==> src/sv/sgp_pkg.sv <==
// package for the serial gamepad poller: poll phases, result record, port widths
// no dependencies; imported by every module of the poller
`timescale 1ns / 1ps

package sgp_pkg;

	localparam int LINES_W     = 4;
	localparam int SLOT_PORTS  = 4;
	localparam int BTN_W       = 16;
	localparam int IN_TDATA_W  = 8;
	localparam int OUT_TDATA_W = 72;
	localparam int IN_USED_W   = 1 + LINES_W;

	typedef enum logic [2:0] {
		PH_IDLE         = 3'd0,
		PH_SAMPLE_FIRST = 3'd1,
		PH_HOLD         = 3'd2,
		PH_DROP_LATCH   = 3'd3,
		PH_SETTLE       = 3'd4,
		PH_CLOCK_RISE   = 3'd5,
		PH_CLOCK_SAMPLE = 3'd6
	} sgp_phase_t;

	// one input tick
	typedef struct packed {
		logic [LINES_W-1:0] lines;
		logic               start;
	} sgp_tick_t;

	// one result, lowest field last so it lands in bit 0
	typedef struct packed {
		logic [SLOT_PORTS-1:0][BTN_W-1:0] buttons;
		logic                             done;
		logic                             busy;
		logic                             clock;
		logic                             latch;
	} sgp_result_t;

	localparam int RES_W = $bits(sgp_result_t);

endpackage

==> src/sv/sgp_in_reg.sv <==
// input register of the serial gamepad poller: holds one tick request
// depends on sgp_pkg
`timescale 1ns / 1ps

module sgp_in_reg (
	input  logic                             clk,
	input  logic                             arst_n,
	input  logic                             in_valid,
	output logic                             in_ready,
	input  logic [sgp_pkg::IN_TDATA_W-1:0]   in_data,
	output logic                             valid_s1,
	output sgp_pkg::sgp_tick_t               tick_s1,
	input  logic                             take
);
	import sgp_pkg::*;

	logic vld_q;
	sgp_tick_t tick_q;

	assign in_ready = !vld_q || take;
	assign valid_s1 = vld_q;
	assign tick_s1  = tick_q;

	always_ff @(posedge clk or negedge arst_n) begin
		if (!arst_n) begin
			vld_q <= 1'b0;
		end else if (in_ready) begin
			vld_q <= in_valid;
		end
	end

	always_ff @(posedge clk) begin
		if (in_ready && in_valid) begin
			tick_q <= sgp_tick_t'(in_data[IN_USED_W-1:0]);
		end
	end

endmodule

==> src/sv/sgp_core.sv <==
// poll sequencer of the serial gamepad poller: phase machine, bit counter, capture shifters
// depends on sgp_pkg
`timescale 1ns / 1ps

module sgp_core #(
	parameter int SLOTS = 4,
	parameter int BITS  = 16
) (
	input  logic                 clk,
	input  logic                 arst_n,
	input  logic                 adv,
	input  sgp_pkg::sgp_tick_t   tick,
	output sgp_pkg::sgp_result_t res
);
	import sgp_pkg::*;

	localparam int CNT_W = $clog2(BITS + 1);
	localparam int EXT_W = (SLOTS > LINES_W) ? SLOTS : LINES_W;
	localparam int CAP_W = (BITS > BTN_W) ? BITS : BTN_W;

	sgp_phase_t        phase_q, phase_d;
	logic [CNT_W-1:0]  bitcnt_q;
	logic [BITS-1:0]   capture_q [SLOTS];
	logic              latch_q, clock_q;

	logic              latch_d, clock_d;
	logic              do_clear, do_sample, done;
	logic [EXT_W-1:0]  lines_ext;
	logic              cnt_full;

	assign lines_ext = EXT_W'(tick.lines);
	assign cnt_full  = (bitcnt_q >= CNT_W'(BITS));

	always_comb begin
		phase_d = phase_q;
		unique case (phase_q)
			PH_IDLE:         if (tick.start) phase_d = PH_SAMPLE_FIRST;
			PH_SAMPLE_FIRST: phase_d = PH_HOLD;
			PH_HOLD:         phase_d = PH_DROP_LATCH;
			PH_DROP_LATCH:   phase_d = PH_SETTLE;
			PH_SETTLE:       phase_d = PH_CLOCK_RISE;
			PH_CLOCK_RISE:   phase_d = cnt_full ? PH_IDLE : PH_CLOCK_SAMPLE;
			PH_CLOCK_SAMPLE: phase_d = PH_CLOCK_RISE;
			default:         phase_d = PH_IDLE;
		endcase
	end

	always_comb begin
		latch_d   = latch_q;
		clock_d   = clock_q;
		do_clear  = 1'b0;
		do_sample = 1'b0;
		done      = 1'b0;
		unique case (phase_q)
			PH_IDLE: begin
				if (tick.start) begin
					do_clear = 1'b1;
					latch_d  = 1'b1;
					clock_d  = 1'b0;
				end
			end
			PH_SAMPLE_FIRST: do_sample = 1'b1;
			PH_HOLD:         ;
			PH_DROP_LATCH:   latch_d = 1'b0;
			PH_SETTLE:       ;
			PH_CLOCK_RISE: begin
				if (cnt_full) begin
					done = 1'b1;
				end else begin
					clock_d = 1'b1;
				end
			end
			PH_CLOCK_SAMPLE: begin
				do_sample = 1'b1;
				clock_d   = 1'b0;
			end
			default: begin
				latch_d = 1'b0;
				clock_d = 1'b0;
			end
		endcase
	end

	always_ff @(posedge clk or negedge arst_n) begin
		if (!arst_n) begin
			phase_q  <= PH_IDLE;
			bitcnt_q <= '0;
			latch_q  <= 1'b0;
			clock_q  <= 1'b0;
			for (int s = 0; s < SLOTS; s++) begin
				capture_q[s] <= '0;
			end
		end else if (adv) begin
			phase_q <= phase_d;
			latch_q <= latch_d;
			clock_q <= clock_d;
			if (do_clear) begin
				bitcnt_q <= '0;
			end else if (do_sample) begin
				bitcnt_q <= bitcnt_q + 1'b1;
			end
			for (int s = 0; s < SLOTS; s++) begin
				if (do_clear) begin
					capture_q[s] <= '0;
				end else if (do_sample) begin
					// lines are active low, store pressed as 1
					capture_q[s] <= {capture_q[s][BITS-2:0], ~lines_ext[s]};
				end
			end
		end
	end

	// done comes only from the clock rise phase, where the capture is not shifting
	assign res.latch = latch_d;
	assign res.clock = clock_d;
	assign res.busy  = (phase_d != PH_IDLE);
	assign res.done  = done;

	for (genvar g = 0; g < SLOT_PORTS; g++) begin : g_btn
		if (g < SLOTS) begin : g_have
			logic [CAP_W-1:0] cap_ext;
			assign cap_ext           = CAP_W'(capture_q[g]);
			assign res.buttons[g]    = done ? cap_ext[BTN_W-1:0] : '0;
		end else begin : g_none
			assign res.buttons[g] = '0;
		end
	end

	a_done_idle: assert property (@(posedge clk) disable iff (!arst_n)
		adv && done |-> !res.busy && !res.clock && !res.latch)
		else $error("done with lines or busy still active");

	a_done_count: assert property (@(posedge clk) disable iff (!arst_n)
		adv && done |-> bitcnt_q == CNT_W'(BITS))
		else $error("poll finished with wrong bit count");

	a_lines_excl: assert property (@(posedge clk) disable iff (!arst_n)
		!(latch_q && clock_q))
		else $error("latch and clock high together");

	a_cnt_range: assert property (@(posedge clk) disable iff (!arst_n)
		bitcnt_q <= CNT_W'(BITS))
		else $error("bit counter past limit");

	a_start_latch: assert property (@(posedge clk) disable iff (!arst_n)
		adv && phase_q == PH_IDLE && tick.start |=> latch_q && bitcnt_q == '0)
		else $error("start did not raise latch and clear counter");

endmodule

==> src/sv/sgp_out_reg.sv <==
// result register of the serial gamepad poller: one registered result toward the output stream
// depends on sgp_pkg
`timescale 1ns / 1ps

module sgp_out_reg (
	input  logic                            clk,
	input  logic                            arst_n,
	input  logic                            load,
	input  sgp_pkg::sgp_result_t            res,
	output logic                            out_valid,
	input  logic                            out_ready,
	output logic [sgp_pkg::OUT_TDATA_W-1:0] out_data,
	output logic                            can_load
);
	import sgp_pkg::*;

	logic        vld_q;
	sgp_result_t res_q;

	assign can_load  = !vld_q || out_ready;
	assign out_valid = vld_q;
	assign out_data  = OUT_TDATA_W'(res_q);

	always_ff @(posedge clk or negedge arst_n) begin
		if (!arst_n) begin
			vld_q <= 1'b0;
		end else if (can_load) begin
			vld_q <= load;
		end
	end

	always_ff @(posedge clk) begin
		if (load && can_load) begin
			res_q <= res;
		end
	end

endmodule

==> src/sv/serial_gamepad_poller_top.sv <==
// top level of the serial gamepad poller: input register, poll sequencer, result register
// depends on sgp_pkg, sgp_in_reg, sgp_core, sgp_out_reg
//
// channel   dir  tdata fields (low bit up)
// s_axis    in   start_req[0], data_lines[4:1], zero pad to 8 bits
// m_axis    out  latch_level[0], clock_level[1], busy_res[2], done_res[3],
//                slot0..slot3_buttons[19:4],[35:20],[51:36],[67:52], zero pad to 72
//
// one tick request in, one result out; a request can be taken every cycle while m_axis is not stalled
// a request passes through the input register, then the phase logic into the result register
// a full poll spans 2 * BITS + 4 ticks from start to done
// arst_n clears the phase machine, counter, captures and both valid flags
// a stalled m_axis holds its result; s_axis keeps taking while the result register frees
`timescale 1ns / 1ps

module serial_gamepad_poller_top #(
	parameter int SLOTS = 4,
	parameter int BITS  = 16
) (
	input  logic                            clk,
	input  logic                            arst_n,
	input  logic                            s_axis_tvalid,
	output logic                            s_axis_tready,
	// start_req, data_lines[3:0]
	input  logic [sgp_pkg::IN_TDATA_W-1:0]  s_axis_tdata,
	output logic                            m_axis_tvalid,
	input  logic                            m_axis_tready,
	// latch_level, clock_level, busy_res, done_res, slot0..slot3_buttons[15:0]
	output logic [sgp_pkg::OUT_TDATA_W-1:0] m_axis_tdata
);
	import sgp_pkg::*;

	logic        valid_s1;
	sgp_tick_t   tick_s1;
	logic        can_load;
	logic        adv;
	sgp_result_t res;

	assign adv = valid_s1 && can_load;

	sgp_in_reg u_in (
		.clk      (clk),
		.arst_n   (arst_n),
		.in_valid (s_axis_tvalid),
		.in_ready (s_axis_tready),
		.in_data  (s_axis_tdata),
		.valid_s1 (valid_s1),
		.tick_s1  (tick_s1),
		.take     (adv)
	);

	sgp_core #(
		.SLOTS (SLOTS),
		.BITS  (BITS)
	) u_core (
		.clk    (clk),
		.arst_n (arst_n),
		.adv    (adv),
		.tick   (tick_s1),
		.res    (res)
	);

	sgp_out_reg u_out (
		.clk       (clk),
		.arst_n    (arst_n),
		.load      (adv),
		.res       (res),
		.out_valid (m_axis_tvalid),
		.out_ready (m_axis_tready),
		.out_data  (m_axis_tdata),
		.can_load  (can_load)
	);

endmodule
==> config.mk <==
export PLATFORM = sky130hd
export DESIGN_NAME = serial_gamepad_poller_top
export DESIGN_NICKNAME = d
export VERILOG_FILES = /design/src/sv/sgp_pkg.sv /design/src/sv/sgp_in_reg.sv /design/src/sv/sgp_core.sv /design/src/sv/sgp_out_reg.sv /design/src/sv/serial_gamepad_poller_top.sv
export SDC_FILE = /design/constraint.sdc
export NUM_CORES = 1
export LEC_CHECK = 0
export ABC_CLOCK_PERIOD_IN_PS = 2000
export BUFFER_PORTS_ARGS = -buffer_cell sky130_fd_sc_hd__buf_2
export CAP_MARGIN = 20
export CORE_MARGIN = 2
export CORE_UTILIZATION = 35
export CTS_CLUSTER_DIAMETER = 80
export CTS_CLUSTER_SIZE = 40
export DETAILED_ROUTE_END_ITERATION = 7
export PLACE_DENSITY = 0.58
export SLEW_MARGIN = 40
export SYNTH_ARGS = -nofsm -noshare
export SYNTH_HDL_FRONTEND = slang
export SYNTH_HIERARCHICAL = 1
export SYNTH_SLANG_ARGS = --single-unit
==> constraint.sdc <==
create_clock -name clk -period 2 [get_ports clk]
set_clock_uncertainty 0.2 [all_clocks]
set_input_delay 0.4 -clock clk [delete_from_list [all_inputs] [get_ports clk]]
set_output_delay 0.4 -clock clk [all_outputs]
set_load 0.005 [all_outputs]
==> metrics list, run 1 <==
- The run finished with clean final reports.
- The tightest min-delay check is of the in2reg type.
- Counting along the longest clock path gives a buffer depth of 2.
* Max Fanout on Critical Path: 26
* Clock Power Share: 35.0%
* Antenna violations before repair: 0
* TritonCTS buffer count: 17
* Number of global-route vias before repair: 3200
* Max Fclk: 517 MHz
- Mapped Cells: 372
* First-iteration detailed-routing DRC count: 327
- Met2 usage in global routing: 18.0%
* Setup crit start kind: register
* Area share of the largest cell type after synthesis: 38.7%
- Across all layers, the routed design uses 3271 vias.
- Minimum clock period after layout: 1.93 ns
* Total cell area at the placement stage: 6350 um2
- First-pass DRT Iterations: 4
* Number of library cell types mapped by synthesis: 36
- Via count normalized by instance count: 4.71
- Final number of max-transition violations: 0
- Top cells by area, synth: edfxtp_1 39%, dfrtp_1 34%, a22o_1 9.9%, and2_1 7.2%, buf_6 1.2%
- Of the total power, the share spent switching nets is 26.8%.
- Register bit count reported by yosys: 149
- In the synthesized netlist the dominant register cell turns out to be dfrtp_1.
- Setup violations remaining at the end of the flow were counted as 0.
- Chip width: 131 um
* Worst voltage drop across the vdd grid: 0.724 mV
* H-tree depth reported by CTS: 4
* GR met3 Demand/Resource: 3.74%
- Data arrival time of the worst path: 2.04 ns
* Async S/R FF share, synth: 51.0%
- Area of all placed cells without fillers: 7040 um2
- For this run, global-route usage on met1 was measured as 17.1%.
- The cell sitting at the root of the clock tree is a clkbuf_16.
- After detailed routing, the number of remaining DRC violations is 0.
- The design draws 9.15 mW.
- Sort of element at the end of the critical path: register
- After floorplanning, the core was sized to cover 15900 um2.
- Sequential fraction of design power: 46.1%
* Die boundary height: 131 um
- Clock transition at the registers of the reported paths: 0.06 ns
- Counting flops with a built-in enable in the synthesized netlist gives 73.
* Pin count of the biggest net entering global routing: 46
- Ratio of final minimum period to clock period: 96.7%
* IO Pins: 86
- Cell taking the most area after synthesis: edfxtp_1
- Share of the core filled with cells: 44.3%
- Kind of cell with the highest combined delay on the critical path: simple AND/OR/NAND/NOR gates
- By startpoint and endpoint, the worst setup path is classified as reg2reg.
- After detailed routing, the average wire length per cell comes to 14.6 um.
* Standard-cell rows: 46
* Post-synthesis area per instance: 15.2 um2
- Critical path's slowest cell: or4b_4
* Unrepaired setup endpoints after global routing: no
- Summed over all nets, the switching power comes to 2.46 mW.
- Layout cells sized above 1: 28.7%
- For this run, the slowest stage of the critical path takes 0.57 ns.
- Counting every sink on the clock net gives 149.
- Yosys warns: 6
* Power density relative to cell area: 1300 nW/um2
- At the placement stage, the worst setup path has a slack of 0.0484 ns.
- The mapped netlist covers 5670 um2.
- Share of the yosys chip area belonging to registers: 72.2%
- Standby leakage power: 3.08 nW
- Global routing consumed, over all layers together, 12.4% of the routing resources.
- By count the netlist is led by 76 x dfrtp_1, 73 x edfxtp_1, 65 x and2_1.
- Cell with the most instances after synthesis: dfrtp_1
- From synthesis to final layout, the design area changed by 24.1%.
* Combinational cell fraction of total power: 18.9%
- Count of antenna diodes in the layout: 0
* Number of port buffers: 78
- At the later pin of the worst-skew pair, clock insertion delay measures 0.42 ns.
- Die area: 17200 um2
- Hpwl dp: 6.37 mm
- Routed wire length: 10.1 mm
- Once the floorplan was initialized, standard cells occupied 35.7% of the core.
* Cell chain of the critical path: or4b_4 > and3_4 > buf_12 > mux2_2
- Once detail routing completed, the nets flagged for antenna violations numbered 0.
- Together, buffers and inverters on the worst path number 1.
- Net count, final: 479
- Placer Congestion: 0.717
* CTS tree: yes
- Reported max-cap violation count: 0
- Global-route wire length before repair: 16.8 mm
* Internal Power: 6.70 mW
- The final hold violation count came to 0.
- For this run the aggregate overflow at the end of global routing stands at 0.
* Total Neg Setup Slack: 0 ns
- At the worst endpoint, the required time is 2.10 ns.
- Most utilized layer in the global route result: met2
- After layout, the worst setup slack is 0.0666 ns.
[cell families (layout without fill, tap and decap cells)]
logic type / after synthesis / count (layout) / synth area share, %
flip-flops: 149 / 149 / 72.2
AND/OR/NAND/NOR: 98 / 98 / 10.8
AO/OA/AOI/OAI: 82 / 82 / 12.2
buffers and inverters: 38 / 141 / 3.95
adder cells (fa/ha/maj): 2 / 2 / 0.441
multiplexers: 2 / 2 / 0.397
other: 1 / 4 / 0.0661
[metal layers]
layer  vias to the layer above  share of wire (%)
met4                         0                1.2
met3                        10                4.8
met5                         -                  0
met1                      1630                 48
li1                       1542                  -
met2                        89                 46
[worst register-to-register path, cell delays in order, from the launching register on]
cell     delay, ns
dfrtp_1       0.39
or4b_4        0.57
and3_4        0.23
buf_12        0.16
mux2_2        0.27
[worst paths after layout]
kind                                    from                                 to  slack, ns  cells after the start
min                            m_axis_tready                    u_out/out_valid       0.06                      3
max reg2reg                u_core/phase_q[0]                 u_core/bitcnt_q[0]       0.07                      4
min reg2reg                  u_in/tick_s1[1]  u_core/g_btn[0].g_have.cap_ext[0]       0.26                      1
max                        u_core/phase_q[0]                 u_core/bitcnt_q[0]       0.07                      4
max in group asynchronous             arst_n  u_core/g_btn[3].g_have.cap_ext[6]       0.83                      3
min in group asynchronous             arst_n  u_core/g_btn[0].g_have.cap_ext[5]       0.24                      2
[flip-flops by register name, summed over array words and instances (netlist names)]
register                     cells
u_core/clock_q                   1
u_core/latch_q                   1
u_in/valid_s1                    1
u_core/g_btn.g_have.cap_ext     64
u_out/out_valid                  1
u_in/tick_s1                     5
u_core/bitcnt_q                  5
u_out/out_data                  68
u_core/phase_q                   3
[through the flow]
| step | hold WS (ns) | std cells |
|---|---|---|
| after floorplan | -0.0956 | 375 |
| after global placement | 0.131 | 654 |
| after detailed placement | 0.135 | 654 |
| after CTS | 0.0418 | 693 |
| after global routing | 0.0624 | 694 |
| final | 0.0589 | 694 |
[cell type report]
cell class              instances  area, um2
clock inverters                 9        125
flip-flops and latches        149       4090
well taps                     216        270
inverters                       6       22.5
fillers                      1461       8850
repair buffers                103        673
clock buffers                  23        478
multi-input cells             188       1370
[repair_timing]
item / 4_1_cts / 5_1_grt
buffers inserted: 0 / 1
hold buffers: 7 / 0
resized for setup: 2 / 0
endpoints found under the setup margin: 1 / 1
endpoints found under the hold margin: 28 / 0
[power groups by stage]
stage,Sequential (mW),Clock [mW],Combinational (mW)
floorplan,4.19,0,1.19
global placement,4.24,0,1.66
detailed placement,4.27,0,1.72
CTS,4.22,3.29,1.74
global route,4.29,3.42,1.90
finish,4.22,3.21,1.73
[placed cells by master, fill, tap and decap left out, types with 2 or more instances in the layout]
| cell type | instances |
|---|---|
| and2_1 | 64 |
| dlygate4sd3_1 | 7 |
| a22o_1 | 64 |
| clkbuf_16 | 17 |
| buf_4 | 13 |
| mux2_2 | 2 |
| o2bb2ai_1 | 4 |
| nand3_1 | 6 |
| bufinv_16 | 3 |
| and2_4 | 3 |
| clkinv_2 | 3 |
| clkbuf_8 | 3 |
| ha_1 | 2 |
| nand2b_4 | 2 |
| inv_1 | 6 |
| nor2_1 | 7 |
| o21ai_0 | 3 |
| nand2_1 | 5 |
| edfxtp_1 | 73 |
| buf_12 | 6 |
| a21oi_1 | 4 |
| nand2b_1 | 2 |
| dfrtp_1 | 76 |
| clkbuf_1 | 3 |
| buf_2 | 77 |
| conb_1 | 4 |
No activity file was read; power rests on OpenSTA's default activity.
==> run 2, diff against run 1 <==
--- a/config.mk
+++ b/config.mk
@@ -8,8 +8,9 @@
 export ABC_CLOCK_PERIOD_IN_PS = 2000
 export BUFFER_PORTS_ARGS = -buffer_cell sky130_fd_sc_hd__buf_2
 export CAP_MARGIN = 20
-export CORE_MARGIN = 2
+export CORE_MARGIN = 3
 export CORE_UTILIZATION = 35
+export CTS_BUF_LIST = sky130_fd_sc_hd__clkbuf_16
 export CTS_CLUSTER_DIAMETER = 80
 export CTS_CLUSTER_SIZE = 40
 export DETAILED_ROUTE_END_ITERATION = 7
==> metrics list, run 2 (synthesized netlist as in run 1, its figures left out) <==
- The flow ran to the end, and the final reports show no timing, DRC or antenna violations.
- Critical Path RT: 2.10 ns
* Clock root buffer: clkbuf_16
* Final number of max-transition violations: 0
* Remaining antenna violation count after routing: 0
- The HPWL after detailed placement is 6.51 mm.
- In this run the static leakage power is 3.10 nW.
* Commonest cells after routing, fill and taps aside: 77 x buf_2, 75 x dfrtp_1, 73 x edfxtp_1, 64 x and2_1, 64 x a22o_1
- Avg WL per Cell: 14.7 um
- Routed met1 length: 4.61 mm
- TritonCTS buffer count: 17
- Reg2Reg Launch Point: u_core/phase_q[0]
- Global-route wire length before repair: 16.5 mm
- The die is 133 um tall.
- Clock-pin slew was measured on the worst setup and hold paths at 0.06 ns.
- Total grt overflow: 0
- CTS saw 149 sinks.
- Sequential fraction of design power: 46.2%
* Sort of element at the end of the critical path: register
* Routed wire length: 10.1 mm
* Flip-flop count of the largest register, all copies and words added: 68
* Most common library cell in the layout ignoring fill and taps: buf_2
- The startpoint identified for the worst hold timing path is m_axis_tready.
- Net switching fraction of the power: 26.7%
* Power density relative to cell area: 1300 nW/um2
* Ratio of final minimum period to clock period: 96.8%
- Count of antenna diodes in the layout: 0
* Crit path from: u_core/phase_q[0]
* Clock tree buffer depth: 2
* Pin count of the biggest net entering global routing: 66
- The path class of the tightest hold or removal check is in2reg.
- For this run, design rule violations remaining after detail routing come to 0.
- Summing all placed instances gives a cell area of 6360 um2.
* Chip width: 133 um
* H-tree depth reported by CTS: 4
* Via count normalized by instance count: 4.74
* First-iteration detailed-routing DRC count: 198
- Placed instance count: 649
- IO Pins: 86
- Worst voltage drop across the vdd grid: 0.744 mV
- The initial antenna violation count is 0.
- Internal Power: 6.71 mW
- Reported max-cap violation count: 0
- The initial utilization of the core area, before any placement, comes to 36.5%.
* Tot GR Track Use: 11.8%
- Combinational cell fraction of total power: 18.7%
* Classification of the worst setup path: reg2reg
- Compared with the post-synthesis result, the final layout area differs by 24.3%.
- After detailed routing, no signal wire sits above met4.
- Max Fclk: 516 MHz
- The via count of the first global-routing pass came to 3303.
- Data on the critical path arrives at its endpoint at 2.03 ns.
- For the worst-skew pair, the clock arrives at the later sink with an insertion delay of 0.42 ns.
- Number of port buffers: 78
- Unrepaired setup endpoints after global routing: no
- Minimum clock period after layout: 1.94 ns
- The final hold violation count is 0.
- The floorplan step defined a die boundary enclosing 17800 um2.
* Placer Congestion: 0.766
* Setup-failing EPs final: 0
- Max Fanout on Critical Path: 33
* CTS tree: yes
- Total Neg Setup Slack: 0 ns
- Via count: 3270
- The net count of the finished layout is 480.
* Core Footprint: 15500 um2
* Met3 layer wire length in the routed design: 570 um
- Clock Power Share: 35.1%
* Area of all placed cells without fillers: 7050 um2
- Routed wire length on met2: 4.78 mm
* Layout cells sized above 1: 28.6%
- Setup crit start kind: register
- The analysis attributes to net switching a power of 2.44 mW.
- First-pass DRT Iterations: 4
- The finished layout holds 690 standard cells, fillers aside.
- After floorplanning, the core was divided into 45 placement rows.
run 2: area by class of cell:
| class | count | area, um2 |
|---|---|---|
| Clock inverter | 15 | 174 |
| Multi-Input combinational cell | 188 | 1370 |
| Sequential cell | 149 | 4100 |
| Tap cell | 211 | 264 |
| Inverter | 6 | 22.5 |
| Timing Repair Buffer | 104 | 693 |
| Fill cell | 1426 | 8490 |
| Clock buffer | 17 | 425 |
run 2: metrics by stage:
step	hold WS (ns)	utilization [%]	setup WS (ns)	total power [mW]
floorplan	-0.0956	-	0.124	5.38
global placement	0.152	40.9	0.0454	5.91
detailed placement	0.158	40.9	0.0293	5.98
CTS	0.0433	45.2	0.0287	9.25
global route	0.0755	45.3	0.0132	9.61
finish	0.0658	45.3	0.0637	9.15
run 2: critical path: stages, from the launching register on:
cell	delay, ns
dfrtp_2	0.43
or4b_4	0.56
and3_4	0.23
buf_12	0.17
a22o_1	0.20
run 2: repair_timing:
item                                   CTS  global route
buffers inserted                         0             2
hold buffers                             7             0
setup endpoints to repair                1             3
pin swaps                                0             0
endpoints found under the hold margin   31             0
gates resized for setup                  2             1
run 2: final timing paths:
check | depth (start not counted) | end | slack (ns)
worst max-delay path | 4 | u_core/g_btn[3].g_have.cap_ext[8] | 0.06
worst min-delay path | 3 | u_out/out_valid | 0.07
worst max register to register | 4 | u_core/g_btn[3].g_have.cap_ext[8] | 0.06
worst min register to register | 1 | u_core/g_btn[3].g_have.cap_ext[0] | 0.21
max in group asynchronous | 3 | u_core/g_btn[1].g_have.cap_ext[2] | 0.77
min in group asynchronous | 2 | u_core/phase_q[2] | 0.26
run 2: power groups by stage:
stage,clock [mW],combinational [mW],sequential (mW)
global route,3.43,1.88,4.30
floorplan,0,1.19,4.19
finish,3.21,1.71,4.22
CTS,3.30,1.73,4.23
global placement,0,1.65,4.26
detailed placement,0,1.70,4.28
run 2: per-layer routing:
metal / vias to the layer above / global-route usage (%)
li1: 1536 / -
met1: 1627 / 15.1
met2: 92 / 18.2
met3: 15 / 4.12
met4: 0 / 5.26
met5: - / 0
==> run 3, diff against run 2 <==
--- a/config.mk
+++ b/config.mk
@@ -8,7 +8,8 @@
 export ABC_CLOCK_PERIOD_IN_PS = 2000
 export BUFFER_PORTS_ARGS = -buffer_cell sky130_fd_sc_hd__buf_2
 export CAP_MARGIN = 20
-export CORE_MARGIN = 3
+export CORE_ASPECT_RATIO = 1.2
+export CORE_MARGIN = 1
 export CORE_UTILIZATION = 35
 export CTS_BUF_LIST = sky130_fd_sc_hd__clkbuf_16
 export CTS_CLUSTER_DIAMETER = 80
==> metrics list, run 3 (synthesized netlist as in run 1, its figures left out) <==
- CP max stage delay: 0.59 ns
- For this configuration, the core starts out at a cell density of 36.1%.
* Later-pin clock latency in the skew report: 0.41 ns
- The critical path is of the reg2reg type.
* Flip-flop count of the largest register, all copies and words added: 68
- Number of stages on the worst hold path: 3
* Power density relative to cell area: 1270 nW/um2
* Avg WL per Cell: 14.7 um
* Num Clock Sinks: 149
- The worst hold path begins at m_axis_tready.
- The die is 141 um tall.
- After floorplanning, the core was divided into 50 placement rows.
- Total count of hold-check failures in the final report: 0
* Status: finished, final reports clean
- The initial antenna violation count came to 0.
* Critical path's slowest cell: or4b_4
- The min-delay analysis places its worst path in the category in2reg.
* Total grt overflow: 0
- Standby leakage power: 3.06 nW
- Counting cells, the worst reg-to-reg path comes to 4.
* First-iteration detailed-routing DRC count: 180
- For this run, the top clock speed supported by timing is 509 MHz.
- Routed wire length: 10.1 mm
- At the worst endpoint, the required time is 2.08 ns.
* Pin count of the biggest net entering global routing: 77
- Setup violations remaining at the end of the flow were counted as 0.
* CTS tree: yes
- Layout cells sized above 1: 28.5%
- Clock tree buffer depth: 2
* TritonCTS buffer count: 17
* Chip width: 118 um
- H-tree depth reported by CTS: 4
- Of all nets on the critical path, the largest fanout is 23.
* Global-route wire length before repair: 16.6 mm
- Count of antenna diodes in the layout: 0
* Reported max-cap violation count: 0
- Via count normalized by instance count: 4.73
- In the finished design, the share of the clock period the worst path needs comes to 98.2%.
- Setup total negative slack on the finished layout was measured at 0 ns.
- Unrepaired setup endpoints after global routing: no
- After floorplanning, the core was sized to cover 15700 um2.
* Placer Congestion: 0.745
- The final count of pins violating max slew was 0.
* Setup crit start kind: register
* Overall Power: 8.93 mW
- Measured on the finished design, the core utilization comes to 44.6%.
- Minimum clock period after layout: 1.96 ns
* Net count, final: 478
* Number of port buffers: 78
- STA classifies the critical path endpoint as a register.
* Post-CTS Setup Bufs: 0
- Clock-pin slew was measured on the worst setup and hold paths at 0.06 ns.
- Pin placement for this block handled 86 I/O pins.
* Via count: 3238
- Remaining antenna violation count after routing: 0
- Clock root buffer: clkbuf_16
- Hpwl dp: 6.36 mm
* Most common library cell in the layout ignoring fill and taps: buf_2
- The floorplan step defined a die boundary enclosing 16700 um2.
- Commonest cells after routing, fill and taps aside: 77 x buf_2, 76 x dfrtp_1, 73 x edfxtp_1, 64 x and2_1, 64 x a22o_1
- Walking the worst path, the cells encountered are or4b_4 > and3_4 > buf_12 > a22o_1.
- Global routing consumed, over all layers together, 12.8% of the routing resources.
* Relative area change from synthesis to final layout: 23.6%
* Data arrival time of the worst path: 2.05 ns
- The critical path starts at u_core/phase_q[2].
- In the routed design, unresolved DRC markers number 0.
* # fillers: 1434
- The via count of the first global-routing pass is 3222.
- IR analysis of the VDD net gives a maximum drop of 0.620 mV.
- In this run the critical register-to-register path is launched from u_core/phase_q[2].
- First-pass DRT Iterations: 4
==> run 3: what timing repair did <==
action	CTS	global route
setup endpoints to repair	1	23
resized for setup	2	1
hold buffers	7	0
hold endpoints to repair	82	0
==> run 3: stage by stage <==
step                area [um2]  setup WS, ns  std cells  hold WS [ns]
floorplan                 5680         0.124        375       -0.0956
global placement          6380        0.0985        646         0.204
detailed placement        6380        0.0934        646         0.204
CTS                       7000        0.0420        685        0.0468
global route              7010       0.00590        685        0.0594
finish                    7010        0.0362        685        0.0639
==> run 3: report_power, final <==
part / switching (mW) / internal [mW] / total [mW]
logic: 0.937 / 0.853 / 1.79
registers: 0.393 / 3.84 / 4.23
clock network: 1.21 / 1.70 / 2.90
total: 2.54 / 6.39 / 8.93
==> run 3: layout make-up <==
cell class / instances / area, um2 / share of cell area (%)
clock buffers: 17 / 425 / 6.07
clock inverters: 15 / 120 / 1.71
inverters: 6 / 22.5 / 0.321
multi-input cells: 188 / 1380 / 19.7
flip-flops and latches: 149 / 4090 / 58.4
well taps: 208 / 260 / 3.71
repair buffers: 102 / 703 / 10.0
==> run 3: path summary, 6_finish.rpt <==
check	endpoint	slack, ns
hold reg to reg	u_core/g_btn[3].g_have.cap_ext[0]	0.20
min in group asynchronous	u_core/g_btn[0].g_have.cap_ext[4]	0.33
max in group asynchronous	u_core/bitcnt_q[1]	0.92
setup reg to reg	u_core/g_btn[1].g_have.cap_ext[13]	0.04
hold / removal	u_out/out_valid	0.06
setup / recovery	u_core/g_btn[1].g_have.cap_ext[13]	0.04
==> run 3: metal layers <==
layer	vias to the layer above	routed length [um]	global-route usage [%]
met5	-	0	0
met4	0	196	6.07
met3	13	349	2.97
met2	75	5170	21.5
met1	1603	4350	15.7
li1	1547	-	-
==> run 3: critical path: cells and delay by family, from the launching register on <==
kind,cells,cell delay (ns)
AOI/OAI and AO/OA,1,0.19
buffers and inverters,1,0.17
DFF,1,0.42
and+or+nand+nor,2,0.84
